### src/rtl/core/button_gesture_detector_core_macros.svh
`ifndef BUTTON_GESTURE_DETECTOR_CORE_MACROS_SVH
`define BUTTON_GESTURE_DETECTOR_CORE_MACROS_SVH

// Same-cycle implication, clocked on clk, off during reset.
`define BGD_ASSERT_IMP(lbl, ante, cons, msg) \
	lbl: assert property (@(posedge clk) disable iff (!arst_n) (ante) |-> (cons)) \
		else $error(msg);

// Next-cycle implication, clocked on clk, off during reset.
`define BGD_ASSERT_NXT(lbl, ante, cons, msg) \
	lbl: assert property (@(posedge clk) disable iff (!arst_n) (ante) |=> (cons)) \
		else $error(msg);

`endif

### src/rtl/core/bgd_pkg.sv
package bgd_pkg;

	localparam int NUM_BUTTONS = 3;
	localparam int TIME_BITS   = 32;
	localparam int IDX_BITS    = 2;
	localparam int CFG_IDX_BITS = 3;
	localparam int CFG_DATA_BITS = 32;

	localparam logic [1:0]           RST_ENABLED    = 2'd0;
	localparam logic [15:0]          RST_DEBOUNCE   = 16'd50;
	localparam logic [15:0]          RST_DOUBLE     = 16'd300;
	localparam logic [15:0]          RST_HOLD       = 16'd500;
	localparam logic [TIME_BITS-1:0] RST_LONG       = TIME_BITS'(1500);

	typedef enum logic [1:0] {
		PH_IDLE     = 2'd0,
		PH_DEBOUNCE = 2'd1,
		PH_PRESSED  = 2'd2,
		PH_LONG     = 2'd3
	} phase_t;

	typedef enum logic [2:0] {
		EV_PRESSED  = 3'd0,
		EV_RELEASED = 3'd1,
		EV_CLICKED  = 3'd2,
		EV_DOUBLE   = 3'd3,
		EV_LONG     = 3'd4,
		EV_HOLD     = 3'd5
	} ev_code_t;

	typedef enum logic [CFG_IDX_BITS-1:0] {
		CFG_ENABLED  = 3'd0,
		CFG_DEBOUNCE = 3'd1,
		CFG_DOUBLE   = 3'd2,
		CFG_HOLD     = 3'd3,
		CFG_LONG     = 3'd4
	} cfg_idx_t;

	typedef struct packed {
		logic [NUM_BUTTONS-1:0] levels;
		logic [TIME_BITS-1:0]   now_ms;
	} tick_t;

	typedef struct packed {
		logic [2:0]          event_code;
		logic [IDX_BITS-1:0] button_index;
		logic                last_of_run;
	} evt_t;

	typedef struct packed {
		logic start;
		logic scan;
		logic emit2;
		logic click;
		logic flush;
	} cmd_t;

	typedef struct packed {
		logic at_end;
		logic ev_two;
		logic blocked;
	} sts_t;

endpackage

### src/rtl/core/button_gesture_detector_core.sv
// Button gesture detector.
// tick channel (tick_valid/tick_ready, payload tick): one poll item with the
//   raw active-low button levels and a millisecond timestamp.
// evt channel (evt_valid/evt_ready, payload evt): one item per gesture event;
//   last_of_run marks the final event of a tick. A tick with no events gives
//   no items.
// cfg channel (cfg_valid/cfg_ready, cfg_index, cfg_data): register writes,
//   always ready; write only while no tick is in flight.
// Timing: a tick is accepted only while the controller is idle. The enabled
//   buttons are then visited one per cycle by the shared compare datapath
//   while evt is not blocked, with an extra EMIT2 step for each button giving
//   two events; then SCAN sees the end of the scan, CLICK checks the click
//   timeout, FLUSH closes the run and the controller returns to IDLE.
// Each event is held one step so the last one can be flagged; a stalled evt
//   receiver stops the scan only when both that hold stage and the output
//   register are full.
// Reset: all buttons idle, no pending click, registers at their defaults.
module button_gesture_detector_core (
	input  logic                              clk,
	input  logic                              arst_n,
	input  logic                              tick_valid,
	output logic                              tick_ready,
	input  bgd_pkg::tick_t                    tick,
	output logic                              evt_valid,
	input  logic                              evt_ready,
	output bgd_pkg::evt_t                     evt,
	input  logic                              cfg_valid,
	output logic                              cfg_ready,
	input  logic [bgd_pkg::CFG_IDX_BITS-1:0]  cfg_index,
	input  logic [bgd_pkg::CFG_DATA_BITS-1:0] cfg_data
);

	bgd_pkg::cmd_t cmd;
	bgd_pkg::sts_t sts;

	assign cfg_ready = 1'b1;

	bgd_ctrl u_ctrl (
		.clk        (clk),
		.arst_n     (arst_n),
		.tick_valid (tick_valid),
		.tick_ready (tick_ready),
		.sts        (sts),
		.cmd        (cmd)
	);

	bgd_datapath u_datapath (
		.clk       (clk),
		.arst_n    (arst_n),
		.tick      (tick),
		.cfg_valid (cfg_valid),
		.cfg_index (cfg_index),
		.cfg_data  (cfg_data),
		.cmd       (cmd),
		.sts       (sts),
		.evt_valid (evt_valid),
		.evt_ready (evt_ready),
		.evt       (evt)
	);

endmodule

### src/rtl/core/bgd_ctrl.sv
module bgd_ctrl (
	input  logic          clk,
	input  logic          arst_n,
	input  logic          tick_valid,
	output logic          tick_ready,
	input  bgd_pkg::sts_t sts,
	output bgd_pkg::cmd_t cmd
);

	typedef enum logic [4:0] {
		ST_IDLE  = 5'b00001,
		ST_SCAN  = 5'b00010,
		ST_EMIT2 = 5'b00100,
		ST_CLICK = 5'b01000,
		ST_FLUSH = 5'b10000
	} state_t;

	state_t state_q, state_nxt;

	always_comb begin
		state_nxt = state_q;
		cmd = '0;
		case (state_q)
			ST_IDLE: begin
				if (tick_valid) begin
					cmd.start = 1'b1;
					state_nxt = ST_SCAN;
				end
			end
			ST_SCAN: begin
				if (sts.at_end) begin
					state_nxt = ST_CLICK;
				end else if (!sts.blocked) begin
					cmd.scan = 1'b1;
					if (sts.ev_two) begin
						state_nxt = ST_EMIT2;
					end
				end
			end
			ST_EMIT2: begin
				if (!sts.blocked) begin
					cmd.emit2 = 1'b1;
					state_nxt = ST_SCAN;
				end
			end
			ST_CLICK: begin
				if (!sts.blocked) begin
					cmd.click = 1'b1;
					state_nxt = ST_FLUSH;
				end
			end
			ST_FLUSH: begin
				if (!sts.blocked) begin
					cmd.flush = 1'b1;
					state_nxt = ST_IDLE;
				end
			end
			default: begin
				state_nxt = ST_IDLE;
			end
		endcase
	end

	assign tick_ready = (state_q == ST_IDLE);

	always_ff @(posedge clk or negedge arst_n) begin
		if (!arst_n) begin
			state_q <= ST_IDLE;
		end else begin
			state_q <= state_nxt;
		end
	end

endmodule

### src/rtl/core/bgd_datapath.sv
`include "button_gesture_detector_core_macros.svh"

module bgd_datapath (
	input  logic                                clk,
	input  logic                                arst_n,
	input  bgd_pkg::tick_t                      tick,
	input  logic                                cfg_valid,
	input  logic [bgd_pkg::CFG_IDX_BITS-1:0]    cfg_index,
	input  logic [bgd_pkg::CFG_DATA_BITS-1:0]   cfg_data,
	input  bgd_pkg::cmd_t                       cmd,
	output bgd_pkg::sts_t                       sts,
	output logic                                evt_valid,
	input  logic                                evt_ready,
	output bgd_pkg::evt_t                       evt
);

	localparam int TB = bgd_pkg::TIME_BITS;
	localparam int IB = bgd_pkg::IDX_BITS;
	localparam int NB = bgd_pkg::NUM_BUTTONS;

	// configuration
	logic [1:0]    enabled_q;
	logic [15:0]   debounce_q;
	logic [15:0]   double_q;
	logic [15:0]   hold_int_q;
	logic [TB-1:0] long_q;

	// tick and scan position
	logic [NB-1:0] levels_q;
	logic [TB-1:0] now_q;
	logic [IB-1:0] idx_q;
	logic [IB-1:0] cnt_q;

	// per-button and shared gesture state
	bgd_pkg::phase_t phase_q [NB];
	logic [TB-1:0]   press_time_q [NB];
	logic [TB-1:0]   hold_time_q [NB];
	logic            click_pend_q;
	logic [TB-1:0]   click_time_q;

	// held item and output register
	logic              pend_vld_q;
	bgd_pkg::ev_code_t pend_code_q;
	logic [IB-1:0]     pend_idx_q;
	bgd_pkg::ev_code_t ev2_q;
	logic              out_vld_q;
	bgd_pkg::evt_t     out_q;

	bgd_pkg::phase_t   cur_phase, nxt_phase;
	logic              rel;
	logic [TB-1:0]     e_press, e_hold, e_click;
	logic              set_press, clr_hold, set_hold, set_click, clr_click;
	logic              ev1_vld, ev2_vld;
	bgd_pkg::ev_code_t ev1, ev2;
	logic              click_fire;
	logic              push;
	bgd_pkg::ev_code_t push_code;
	logic [IB-1:0]     push_idx;
	logic              clamp;

	assign cur_phase = phase_q[idx_q];
	assign rel       = levels_q[idx_q];
	assign e_press   = now_q - press_time_q[idx_q];
	assign e_hold    = now_q - hold_time_q[idx_q];
	assign e_click   = now_q - click_time_q;
	assign click_fire = click_pend_q && (e_click >= {{(TB-16){1'b0}}, double_q});
	assign clamp     = ({{(32-2){1'b0}}, enabled_q} > 32'(NB));

	always_comb begin
		nxt_phase = cur_phase;
		set_press = 1'b0;
		clr_hold  = 1'b0;
		set_hold  = 1'b0;
		set_click = 1'b0;
		clr_click = 1'b0;
		ev1_vld   = 1'b0;
		ev1       = bgd_pkg::EV_PRESSED;
		ev2_vld   = 1'b0;
		ev2       = bgd_pkg::EV_RELEASED;
		case (cur_phase)
			bgd_pkg::PH_IDLE: begin
				if (!rel) begin
					nxt_phase = bgd_pkg::PH_DEBOUNCE;
					set_press = 1'b1;
					clr_hold  = 1'b1;
				end
			end
			bgd_pkg::PH_DEBOUNCE: begin
				if (rel) begin
					nxt_phase = bgd_pkg::PH_IDLE;
				end else if (e_press >= {{(TB-16){1'b0}}, debounce_q}) begin
					nxt_phase = bgd_pkg::PH_PRESSED;
					set_press = 1'b1;
					ev1_vld   = 1'b1;
					ev1       = bgd_pkg::EV_PRESSED;
				end
			end
			bgd_pkg::PH_PRESSED: begin
				if (rel) begin
					nxt_phase = bgd_pkg::PH_IDLE;
					ev1_vld   = 1'b1;
					if (click_pend_q && (e_click < {{(TB-16){1'b0}}, double_q})) begin
						ev1       = bgd_pkg::EV_DOUBLE;
						ev2_vld   = 1'b1;
						ev2       = bgd_pkg::EV_RELEASED;
						clr_click = 1'b1;
					end else begin
						ev1       = bgd_pkg::EV_RELEASED;
						set_click = 1'b1;
					end
				end else if (e_press >= long_q) begin
					nxt_phase = bgd_pkg::PH_LONG;
					set_hold  = 1'b1;
					ev1_vld   = 1'b1;
					ev1       = bgd_pkg::EV_LONG;
					ev2_vld   = 1'b1;
					ev2       = bgd_pkg::EV_HOLD;
				end
			end
			bgd_pkg::PH_LONG: begin
				if (rel) begin
					nxt_phase = bgd_pkg::PH_IDLE;
					ev1_vld   = 1'b1;
					ev1       = bgd_pkg::EV_RELEASED;
				end else if (e_hold >= {{(TB-16){1'b0}}, hold_int_q}) begin
					set_hold = 1'b1;
					ev1_vld  = 1'b1;
					ev1      = bgd_pkg::EV_HOLD;
				end
			end
			default: begin
				nxt_phase = cur_phase;
			end
		endcase
	end

	always_comb begin
		push      = 1'b0;
		push_code = ev1;
		push_idx  = idx_q;
		if (cmd.scan && ev1_vld) begin
			push = 1'b1;
		end else if (cmd.emit2) begin
			push      = 1'b1;
			push_code = ev2_q;
		end else if (cmd.click && click_fire) begin
			push      = 1'b1;
			push_code = bgd_pkg::EV_CLICKED;
			push_idx  = '0;
		end
	end

	assign sts.at_end  = (idx_q >= cnt_q);
	assign sts.ev_two  = ev2_vld;
	assign sts.blocked = pend_vld_q && out_vld_q && !evt_ready;

	always_ff @(posedge clk or negedge arst_n) begin
		if (!arst_n) begin
			enabled_q  <= bgd_pkg::RST_ENABLED;
			debounce_q <= bgd_pkg::RST_DEBOUNCE;
			double_q   <= bgd_pkg::RST_DOUBLE;
			hold_int_q <= bgd_pkg::RST_HOLD;
			long_q     <= bgd_pkg::RST_LONG;
		end else if (cfg_valid) begin
			case (cfg_index)
				bgd_pkg::CFG_ENABLED:  enabled_q  <= cfg_data[1:0];
				bgd_pkg::CFG_DEBOUNCE: debounce_q <= cfg_data[15:0];
				bgd_pkg::CFG_DOUBLE:   double_q   <= cfg_data[15:0];
				bgd_pkg::CFG_HOLD:     hold_int_q <= cfg_data[15:0];
				bgd_pkg::CFG_LONG:     long_q     <= cfg_data[TB-1:0];
				default: begin
				end
			endcase
		end
	end

	always_ff @(posedge clk) begin
		if (cmd.start) begin
			levels_q <= tick.levels;
			now_q    <= tick.now_ms;
		end
	end

	always_ff @(posedge clk or negedge arst_n) begin
		if (!arst_n) begin
			idx_q <= '0;
			cnt_q <= '0;
		end else if (cmd.start) begin
			idx_q <= '0;
			cnt_q <= clamp ? IB'(NB) : enabled_q;
		end else if ((cmd.scan && !ev2_vld) || cmd.emit2) begin
			idx_q <= idx_q + 1'b1;
		end
	end

	always_ff @(posedge clk or negedge arst_n) begin
		if (!arst_n) begin
			for (int b = 0; b < NB; b++) begin
				phase_q[b]      <= bgd_pkg::PH_IDLE;
				press_time_q[b] <= '0;
				hold_time_q[b]  <= '0;
			end
			click_pend_q <= 1'b0;
			click_time_q <= '0;
		end else begin
			if (cmd.scan) begin
				phase_q[idx_q] <= nxt_phase;
				if (set_press) press_time_q[idx_q] <= now_q;
				if (clr_hold)  hold_time_q[idx_q]  <= '0;
				if (set_hold)  hold_time_q[idx_q]  <= now_q;
				if (set_click) begin
					click_pend_q <= 1'b1;
					click_time_q <= now_q;
				end
				if (clr_click) click_pend_q <= 1'b0;
			end
			if (cmd.click && click_fire) begin
				click_pend_q <= 1'b0;
			end
		end
	end

	always_ff @(posedge clk) begin
		if (cmd.scan) begin
			ev2_q <= ev2;
		end
		if (push) begin
			pend_code_q <= push_code;
			pend_idx_q  <= push_idx;
		end
		if ((push || cmd.flush) && pend_vld_q) begin
			out_q.event_code   <= pend_code_q;
			out_q.button_index <= pend_idx_q;
			out_q.last_of_run  <= cmd.flush;
		end
	end

	always_ff @(posedge clk or negedge arst_n) begin
		if (!arst_n) begin
			pend_vld_q <= 1'b0;
			out_vld_q  <= 1'b0;
		end else begin
			if (push) begin
				pend_vld_q <= 1'b1;
			end else if (cmd.flush) begin
				pend_vld_q <= 1'b0;
			end
			if ((push || cmd.flush) && pend_vld_q) begin
				out_vld_q <= 1'b1;
			end else if (evt_ready) begin
				out_vld_q <= 1'b0;
			end
		end
	end

	assign evt_valid = out_vld_q;
	assign evt       = out_q;

	`BGD_ASSERT_IMP(a_scan_in_range, cmd.scan, idx_q < cnt_q, "scan past enabled buttons")
	`BGD_ASSERT_NXT(a_flush_drains, cmd.flush, !pend_vld_q, "held item left after flush")
	`BGD_ASSERT_IMP(a_second_code, cmd.emit2,
		(ev2_q == bgd_pkg::EV_RELEASED) || (ev2_q == bgd_pkg::EV_HOLD),
		"bad second item code")
	`BGD_ASSERT_IMP(a_start_clean, cmd.start, !pend_vld_q, "held item at tick start")

endmodule

### config.mk
export PLATFORM = sky130hd
export DESIGN_NAME = button_gesture_detector_core
export DESIGN_NICKNAME = d
export VERILOG_FILES = /design/src/rtl/core/bgd_pkg.sv /design/src/rtl/core/button_gesture_detector_core.sv /design/src/rtl/core/bgd_ctrl.sv /design/src/rtl/core/bgd_datapath.sv
export VERILOG_INCLUDE_DIRS = /design/src /design/src/rtl/core
export SDC_FILE = /design/constraint.sdc
export NUM_CORES = 1
export LEC_CHECK = 0
export BUFFER_PORTS_ARGS = -buffer_cell sky130_fd_sc_hd__buf_4
export CORE_MARGIN = 1.5
export CORE_UTILIZATION = 57
export DETAILED_ROUTE_END_ITERATION = 12
export PLACE_DENSITY = 0.77
export SETUP_SLACK_MARGIN = 0.1
export SLEW_MARGIN = 20
export SYNTH_ARGS = -nofsm -noshare
export SYNTH_HDL_FRONTEND = slang
export SYNTH_SLANG_ARGS = --single-unit
### constraint.sdc
create_clock -name clk -period 6 [get_ports clk]
set_clock_uncertainty 0.15 [all_clocks]
set_input_delay 1.5 -clock clk [delete_from_list [all_inputs] [get_ports clk]]
set_output_delay 1.5 -clock clk [all_outputs]
set_load 0.05 [all_outputs]
[After elaboration in Yosys (flattened, before gate mapping)]
Cells that the tools add are included.
Cells by class
  magnitude comparators: 9
  bitwise logic cells: 4
  eq/ne operators: 18
  $add $sub $neg: 4
  reduce and logical (&&, ||, !) cells: 30
  multiplexer cells: 91
Operators with widths (number)
  2-to-1 mux 96 bit: 3
  bitwise mux 96 bit: 2
  2-to-1 mux 32 bit: 5
  binary-select mux 32 bit (select 2 bit): 2
  AND 96 bit: 1
  >= comparator 32 x 16 -> 1 bit: 3
  NOT 96 bit: 1
  subtractor 32 bit: 3
  demux 32 bit (select 2 bit): 1
  2-to-1 mux 1 bit: 38
  2-to-1 mux 5 bit: 7
  >= comparator 32 bit: 1
  less-than comparator 32 x 16 -> 1 bit: 1
  2-to-1 mux 2 bit: 15
  one-hot mux 5 bit (5 select lines): 1
  2-to-1 mux 3 bit: 8
  AND reduction 2 bit: 8
  logical AND 1 bit: 9
  inequality test 2 bit (second input constant): 4
  one-hot mux 2 bit (4 select lines): 1
  nonzero test 2 bit: 4
  bitwise mux 6 bit: 1
  == test 3 x 2 -> 1 bit (second input constant): 2
  one-hot mux 3 bit (2 select lines): 1
  30 further kinds: 34
Word-level totals
  output and inout port bits: 9
  register bits after elaboration: 373

[Longest topological paths before layout]
Gate-level depths: netlist of run 1.
  depth in word-level cells: 14
  depth in mapped cells: 29

[By module]
A second synthesis of run 1 with hierarchy kept.
Second synthesis, totals
  cells, all modules: 2329
  area, all modules: 23233.5 µm²
Modules (own cells, without submodules)
  bgd_datapath: seq. area each 9419.0 µm², instances 1, cells each 2273, area an instance 22723.0 µm²
  bgd_ctrl: seq. area each 126.4 µm², instances 1, cells each 54, area an instance 499.2 µm²
  button_gesture_detector_core: seq. area each 0.0 µm², instances 1, cells each 2, area an instance 11.3 µm²

[Worst setup path after synthesis of run 1]
No wires, ideal clock.
  kind: register -> register
  from: register u_datapath.idx_q[1]
  to: register u_datapath.press_time_q[10] (netlist name)
  cell stages (with the launch flop): 27
  buffers on the path: 4
  path slack: -0.657 ns
  data required time: 5.725 ns
  data arrival time: 6.382 ns
  path through: dfrtp_1 clkbuf_1 buf_1 clkbuf_1 mux2i_1 o21ai_0 ha_1 inv_1 fa_1 a21o_1 a221o_1 a21o_1 a21oi_1 xnor2_1 ha_1 a21o_1 a21o_1 a21oi_1 nor2_1 or3_1 or4_1 nor4_1 nand2_1 nor4_4 a211oi_4 buf_6 mux2_4
On the way
  cells in the longest elaborated chain, start to end: 10
  elaborated cells on any way between the ends: 27
RTL lines
  start, declared: line bgd_datapath.sv:31  | logic [IB-1:0] idx_q;
  start signal, assigned: line bgd_datapath.sv:192  | idx_q <= idx_q + 1'b1;
  NOT 2 -> 3 bit (not written as such): line bgd_datapath.sv:61, bgd_datapath.sv:63, bgd_datapath.sv:208
  binary-select mux 32 bit (select 2 bit): line bgd_datapath.sv:63  | assign e_press = now_q - press_time_q[idx_q];
  2-to-1 mux 32 bit (not written as such) (2 in series): line bgd_datapath.sv:63
  subtractor 32 bit: line bgd_datapath.sv:63
  >= comparator 32 x 16 -> 1 bit: line bgd_datapath.sv:91  | end else if (e_press >= {{(TB-16){1'b0}}, debounce_q}) begin
  2-to-1 mux 1 bit: line bgd_datapath.sv:91
  2-to-1 mux 1 bit: line bgd_datapath.sv:89  | if (rel) begin
  one-hot mux 1 bit (2 select lines): line bgd_datapath.sv:80  | case (cur_phase)
  AND reduction 2 bit (no line)
  end signal, assigned by index: line bgd_datapath.sv:208  | if (set_press) press_time_q[idx_q] <= now_q;
  end, declared: line bgd_datapath.sv:36  | logic [TB-1:0] press_time_q [NB];
Several ways; a longest one is shown, not always the timed one. The select of a mux whose other input is x is not followed.
A chain may end at the register's enable or synchronous reset.

[Worst setup path in the final report of run 1]
  from: register u_datapath.idx_q[1]
  to: register u_datapath.hold_time_q[86] (netlist name)
On the way
  cells in the longest elaborated chain, start to end: 11
  elaborated cells on any way between the ends: 40
RTL lines
  parallel branches: the longest is 11 deep, another holds subtractor 32 bit
  end signal, assigned by index: line bgd_datapath.sv:210  | if (set_hold) hold_time_q[idx_q] <= now_q;
  end, declared: line bgd_datapath.sv:37  | logic [TB-1:0] hold_time_q [NB];
Several ways; the timed one is not identified. The select of a mux whose other input is x is not followed.

==> results of run 1 <==
-- report_power, final --
part / internal (mW) / switching [mW]
Combinational: 3.33 / 4.17
Sequential: 3.05 / 0.361
Clock: 1.63 / 1.08
-- per-stage QoR --
stage               setup WS [ns]  setup TNS (ns)  cells
floorplan                   0.116               0   2285
global placement           -0.261          -27.01   2980
detailed placement         -0.416          -48.90   2980
CTS                        0.0116               0   3071
global route               -0.185          -21.93   3100
finish                    -0.0560          -0.922   3100
-- how the worst max path moves through the flow --
| stage | startpoint | end | cells after the start |
|---|---|---|---|
| 6_report | u_datapath.idx_q[1]$_DFFE_PN0P_ | u_datapath.hold_time_q[86]$_DFFE_PN0P_ | 31 |
| 5_1_grt | u_datapath.idx_q[1]$_DFFE_PN0P_ | u_datapath.hold_time_q[43]$_DFFE_PN0P_ | 29 |
| 4_1_cts | u_datapath.idx_q[1]$_DFFE_PN0P_ | u_datapath.hold_time_q[44]$_DFFE_PN0P_ | 29 |
| 3_5_place_dp | u_datapath.idx_q[1]$_DFFE_PN0P_ | u_datapath.hold_time_q[29]$_DFFE_PN0P_ | 28 |
| 3_3_place_gp | u_datapath.idx_q[1]$_DFFE_PN0P_ | u_datapath.hold_time_q[18]$_DFFE_PN0P_ | 28 |
| 2_1_floorplan | u_datapath.idx_q[1]$_DFFE_PN0P_ | u_datapath.press_time_q[10]$_DFFE_PN0P_ | 26 |
-- registers in the layout, summed over array words and instances (netlist names) --
signal / count
u_datapath.cnt_q: 2
u_datapath.hold_time_q: 96
u_datapath.idx_q: 2
u_ctrl.state_q: 5
u_datapath.debounce_q: 16
u_datapath.phase_q: 6
u_datapath.pend_vld_q: 1
u_datapath.press_time_q: 96
u_datapath.evt: 6
u_datapath.evt_valid: 1
u_datapath.double_q: 16
u_datapath.click_pend_q: 1
u_datapath.levels_q: 3
u_datapath.hold_int_q: 16
u_datapath.now_q: 32
u_datapath.click_time_q: 32
u_datapath.long_q: 32
u_datapath.pend_idx_q: 2
u_datapath.ev2_q: 1
u_datapath.enabled_q: 2
u_datapath.pend_code_q: 3
-- kinds of logic after synthesis --
kind of cell,count (synthesis)
multiplexers,225
AO/OA/AOI/OAI,658
other,1
buffers and inverters,241
adder cells (fa/ha/maj),182
XOR/XNOR,71
flip-flops,371
AND/OR/NAND/NOR,536
-- layer usage --
layer / GRT usage, % / vias up / wire [microns]
met5: 0 / - / 0
met4: 13.3 / 0 / 3100
met3: 5.44 / 204 / 5850
met2: 53.6 / 866 / 33500
met1: 44.0 / 9786 / 29800
li1: - / 8853 / -
-- cell usage after synthesis, types with 10 or more instances --
master      n  share of area (%)
a211oi_1   10               0.32
a22o_1     97                3.7
and2_1     14               0.38
nor3_1     21               0.45
edfxtp_1   47                6.1
dfrtp_1   303                 33
nor2_1    151                2.5
clkbuf_1   83                1.3
nand4_1    38                1.0
ha_1      179                9.7
nand2_1   187                3.0
mux2_4     90                5.8
mux2_2     62                3.0
buf_1      10               0.16
nand2b_1   18               0.49
o31ai_1    14               0.45
o211ai_1   19               0.62
xor2_1     23               0.87
inv_1     134                2.2
xnor2_1    48                1.8
a31oi_1    14               0.38
mux2i_1    73                3.2
a21o_1     47                1.5
or3_1      10               0.27
nor2b_1    14               0.38
a21oi_1   192                4.2
o21a_1     26               0.84
and3_1     13               0.35
dfstp_2    21                2.4
o21ai_0   143                3.1
nand3_1    32               0.69
-- timing repair --
action                     in CTS  in global routing
buffers inserted               11                 16
setup endpoints to repair     240                253
pin swaps                      49                 85
cloned                          3                 16
gates resized for setup        66                130
-- cell type report --
type / count / area, sq um
Tap cell: 525 / 657
Clock buffer: 64 / 1230
Sequential cell: 371 / 9550
Multi-Input combinational cell: 1673 / 13200
Clock inverter: 13 / 196
Fill cell: 2818 / 11600
Timing Repair Buffer: 320 / 2970
Inverter: 134 / 503
-- worst max-delay path: cells and delay by family, from the launching register on --
family	cells	cell delay [ns]
mux	1	0.14
xor+xnor	1	0.15
flops	1	0.53
buf+inv	7	0.90
compound gates	12	2.50
simple gates	7	0.69
fa+ha+maj	3	0.86
==> flow_summary.yaml, run 1 <==
power_and_ir_drop:
  vdd_drop_max_uv: 436
  power_density_mw_per_mm2: 481
  p_total_mw: 13.6
  cellLeakagePower_nw: 12.7
critical_path:
  r2r_setup_slack_ns: -0.06
  crit_path_frequent_cell: "buf_6"
  ff2ff_path_depth: 31
  cp.required_ns: 6.30
  arrival_ns: 6.36
  critPathMaxFanout: 5
  end_kind: "register"
  max_stage_delay_ns: 0.53
  crit_type: "register to register"
  slowest_stage: "dfrtp_4"
  reg2reg_from: "u_datapath.idx_q[1]$_DFFE_PN0P_"
  start_kind: "register"
  r2r_end: "u_datapath.hold_time_q[86]$_DFFE_PN0P_"
layout:
  most-common-layout-cells: "dfrtp_1 (301), buf_4 (262), nand2_1 (186)"
  fin_nets: 2800
  final_core_util_pct: 71.0
  syn_to_final_growth_pct: 22.6
  final_cell_area_sq_mm: 0.0283
  n_antenna_cell: 0
  drive_gt1_share_pct: 26.2
  mostFrequentLayoutCell: "dfrtp_1"
floorplan:
  die_w_microns: 204
  num_rows: 73
  initial_core_util_pct: 57.9
  die_height_microns: 204
  die_area_sq_mm: 0.0418
  top_level_ports: 84
  coreArea_sq_mm: 0.0399
detailed_routing:
  wl_microns: 72200
  first_iter_violations: 1591
  drc_errors: 0
  dr.pass1.iters: 6
  ant_nets: 0
  wl_per_cell_microns: 23.3
  via_per_inst: 6.36
  vias: 19700
clock_tree:
  numClockSinks: 371
  cts_tree: "done"
  htree_num_levels: 2
  path_clk_slew_ns: 0.06
  cts_buffers: 43
  cts_hold_buffers: 0
  clock-root-buffer: "clkbuf_16"
  clock_latency_ns: 0.57
  clockBufferDepth: 3
flow_run:
  cap_violations: 0
synth:
  synthAdderAreaFrac_pct: 9.94
  synthFlopType: "dfrtp_1"
  synth_edf_count: 47
  syn-num-nets: 2542
  synthArstFlopShare_pct: 87.3
  netlist_instances: 2285
  syn_avg_cell_area_sq_um: 10.1
  synthXorXnorAreaFrac_pct: 2.69
  yosysWarnings: 0
  muxShareOfSynthArea_pct: 12.0
  synth_compound_area_share_pct: 19.0
  synth_seq_cells: 371
  netlist_area_sq_mm: 0.0231
  synth_top_family_by_area: "compound AO/OA/AOI/OAI gates"
  seq_area_frac_synth_pct: 41.3
  synth-simple-area-share_pct: 10.9
  yosysUniqueCellTypes: 81
global_route:
  grt_max_degree: 121
  grt_pass1_vias: 19600
  grt_pass1_wl_microns: 107000
  grt_usage_pct: 33.0
  grt_antenna_before_repair: 0
  grt-ovfl-total: 0
timing:
  hold_viol: 0
  max_freq_mhz: 165
  finalMaxSlewViolations: 0
  whs_ns: 0.278
  post-route-period-util_pct: 101
  setup_viol: 33
  grt_setup_unrepaired: "true"
  setup_ws_ns: -0.0560
  slew_headroom_pct: 31.6
  finalCriticalPeriod_ns: 6.06
  worst_pin_slew_ns: 1.03
placed_design:
  port_buffers: 82
  dp_hpwl_microns: 48900
  dpl-instance-area_sq_mm: 0.0256
  place_congestion: 0.964
outcome:
  violations: "setup timing"
  status: "finished with violations"
min_path:
  min_path_type: "register to register"
  hp-start: "u_datapath.pend_code_q[2]$_DFFE_PP_"
  min_to: "u_datapath.evt[5]$_DFFE_PP_"
  hold_depth: 0
No activity file was read; power rests on OpenSTA's default activity.
==> run 2, diff against run 1 <==
--- a/config.mk
+++ b/config.mk
@@ -8,9 +8,10 @@
 export LEC_CHECK = 0
 export BUFFER_PORTS_ARGS = -buffer_cell sky130_fd_sc_hd__buf_4
 export CORE_MARGIN = 1.5
-export CORE_UTILIZATION = 57
+export CORE_UTILIZATION = 59
+export CTS_BUF_LIST = sky130_fd_sc_hd__clkbuf_4 sky130_fd_sc_hd__clkbuf_8
 export DETAILED_ROUTE_END_ITERATION = 12
-export PLACE_DENSITY = 0.77
+export PLACE_DENSITY = 0.79
 export SETUP_SLACK_MARGIN = 0.1
 export SLEW_MARGIN = 20
 export SYNTH_ARGS = -nofsm -noshare
==> run 2 against run 1 <==
  * The run still ends with setup timing left
  * Clock-buffer cell count rose by 37
  * Sequential share of layout area rose by 0.47 points
  * Final area fell by 1.4%
  * Fmax fell by 0.65%
  * Utilization rose by 1.3 points
  * Final cell count rose by 1.1%
  * Clock power fell by 6%
  * Wire length fell by 3.3%
  * Worst hold slack got worse by 0.0058 ns
  * Via count rose by 0.84%
  * First-iteration DRC count rose by 4.0%
  * Critical path depth fell by 5
==> flow_summary.yaml, run 2 (synthesized netlist as in run 1, its figures left out) <==
power_and_ir_drop:
  vdd_drop_max_uv: 377
  power_density_mw_per_mm2: 485
  cellLeakagePower_nw: 12.7
  p_total_mw: 13.6
global_route:
  grt_max_degree: 120
  grt_pass1_wl_microns: 108000
  grt_usage_pct: 34.1
  grt_pass1_vias: 19700
  grt_antenna_before_repair: 0
  grt-ovfl-total: 0
detailed_routing:
  first_iter_violations: 1654
  wl_microns: 69800
  vias: 19900
  ant_nets: 0
  via_per_inst: 6.34
  dr.pass1.iters: 5
  wl_per_cell_microns: 22.3
  drc_errors: 0
timing:
  slew_headroom_pct: 34.3
  setup_viol: 118
  post-route-period-util_pct: 102
  setup_tns_ns: -5.44
  setup_ws_ns: -0.0957
  grt_setup_unrepaired: "true"
  max_freq_mhz: 164
  worst_pin_slew_ns: 0.986
  whs_ns: 0.272
  finalCriticalPeriod_ns: 6.10
  finalMaxSlewViolations: 0
  hold_viol: 0
floorplan:
  initial_core_util_pct: 59.8
  top_level_ports: 84
  die_w_microns: 201
  num_rows: 72
  die_height_microns: 201
  die_area_sq_mm: 0.0404
  coreArea_sq_mm: 0.0386
placed_design:
  placedCellCount: 2990
  place_congestion: 0.971
  dpl-instance-area_sq_mm: 0.0258
  dp_hpwl_microns: 48800
  port_buffers: 82
  dp_slack_ns: -0.465
critical_path:
  reg2reg_from: "u_datapath.idx_q[1]$_DFFE_PN0P_"
  crit_type: "register to register"
  arrival_ns: 6.45
  end_kind: "register"
  crit_path_start: "u_datapath.idx_q[1]$_DFFE_PN0P_"
  cp_num_buf_inv: 5
  start_kind: "register"
  slowest_stage: "dfrtp_4"
  critPathMaxFanout: 6
  crit_family: "compound AO/OA/AOI/OAI gates"
  max_stage_delay_ns: 0.52
  cp.required_ns: 6.35
  crit_path_frequent_cell: "a21o_1"
clock_tree:
  cts_hold_buffers: 0
  numClockSinks: 371
  cts_tree: "done"
  htree_num_levels: 3
  clock-root-buffer: "clkbuf_8"
  cts_buffers: 66
  clock_latency_ns: 0.63
  clockBufferDepth: 3
  path_clk_slew_ns: 0.06
layout:
  final_core_util_pct: 72.3
  multiInputGateArea_sq_mm: 0.0130
  fillers: 2730
  final_cell_area_sq_mm: 0.0280
  most-common-layout-cells: "dfrtp_1 (301), buf_4 (283), nand2_1 (186)"
  largest_registers: "u_datapath.hold_time_q x96, u_datapath.press_time_q x96"
  mostFrequentLayoutCell: "dfrtp_1"
  seq_area_sq_mm: 0.00955
  drive_gt1_share_pct: 27.2
  fin_nets: 2824
  syn_to_final_growth_pct: 20.9
  stdcell_count: 3135
  n_antenna_cell: 0
min_path:
  hp-start: "u_datapath.pend_idx_q[0]$_DFFE_PP_"
  min_path_type: "register to register"
flow_run:
  cap_violations: 0
outcome:
  status: "finished with violations"
  violations: "setup timing"
==> run 2: cell types whose count changed in the layout (fill, tap and decap cells not counted), sizes merged <==
cell / change
inv: +1
clkinv: +5
bufinv: -3
clkinvlp: +1
clkbuf: +31
buf: +7
==> run 2: final timing paths <==
kind	to	cells after the start	slack, ns
max	u_datapath.press_time_q[80]$_DFFE_PN0P_	26	-0.1
min	u_datapath.evt[1]$_DFFE_PP_	0	0.27
max reg2reg	u_datapath.press_time_q[80]$_DFFE_PN0P_	26	-0.1
min reg2reg	u_datapath.evt[1]$_DFFE_PP_	0	0.27
max in group asynchronous	u_datapath.long_q[30]$_DFFE_PN0P_	2	3.67
min in group asynchronous	u_ctrl.state_q[3]$_DFFE_PN0P_	1	0.76
==> run 2: layer usage <==
metal | GRT usage, % | share of wire [%] | vias to the layer above
li1 | - | - | 8906
met1 | 46.5 | 43 | 9848
met2 | 54.4 | 46 | 941
met3 | 6.17 | 7.6 | 180
met4 | 13.0 | 3.5 | 0
met5 | 0 | 0 | -
==> run 2: what timing repair did <==
| action | CTS | global route |
|---|---|---|
| resized for setup | 49 | 69 |
| endpoints found under the hold margin | 0 | 0 |
| pin swaps | 27 | 21 |
| endpoints found under the setup margin | 243 | 251 |
| buffers inserted | 9 | 11 |
| cloned | 5 | 2 |
==> run 2: report_power, final <==
group | internal (mW) | leakage, nW | switching, mW
Clock | 1.44 | 0.743 | 1.12
Sequential | 3.05 | 4.70 | 0.365
Combinational | 3.43 | 7.27 | 4.16
Total | 7.92 | 12.7 | 5.65
==> run 2: cell type report <==
type	count	share of cell area, %
sequential	371	34.2
clock buffer	101	4.52
clock inverter	17	0.528
inverter	134	1.80
timing repair buffer	321	10.0
multi-input combinational	1673	46.6
tap	518	2.32
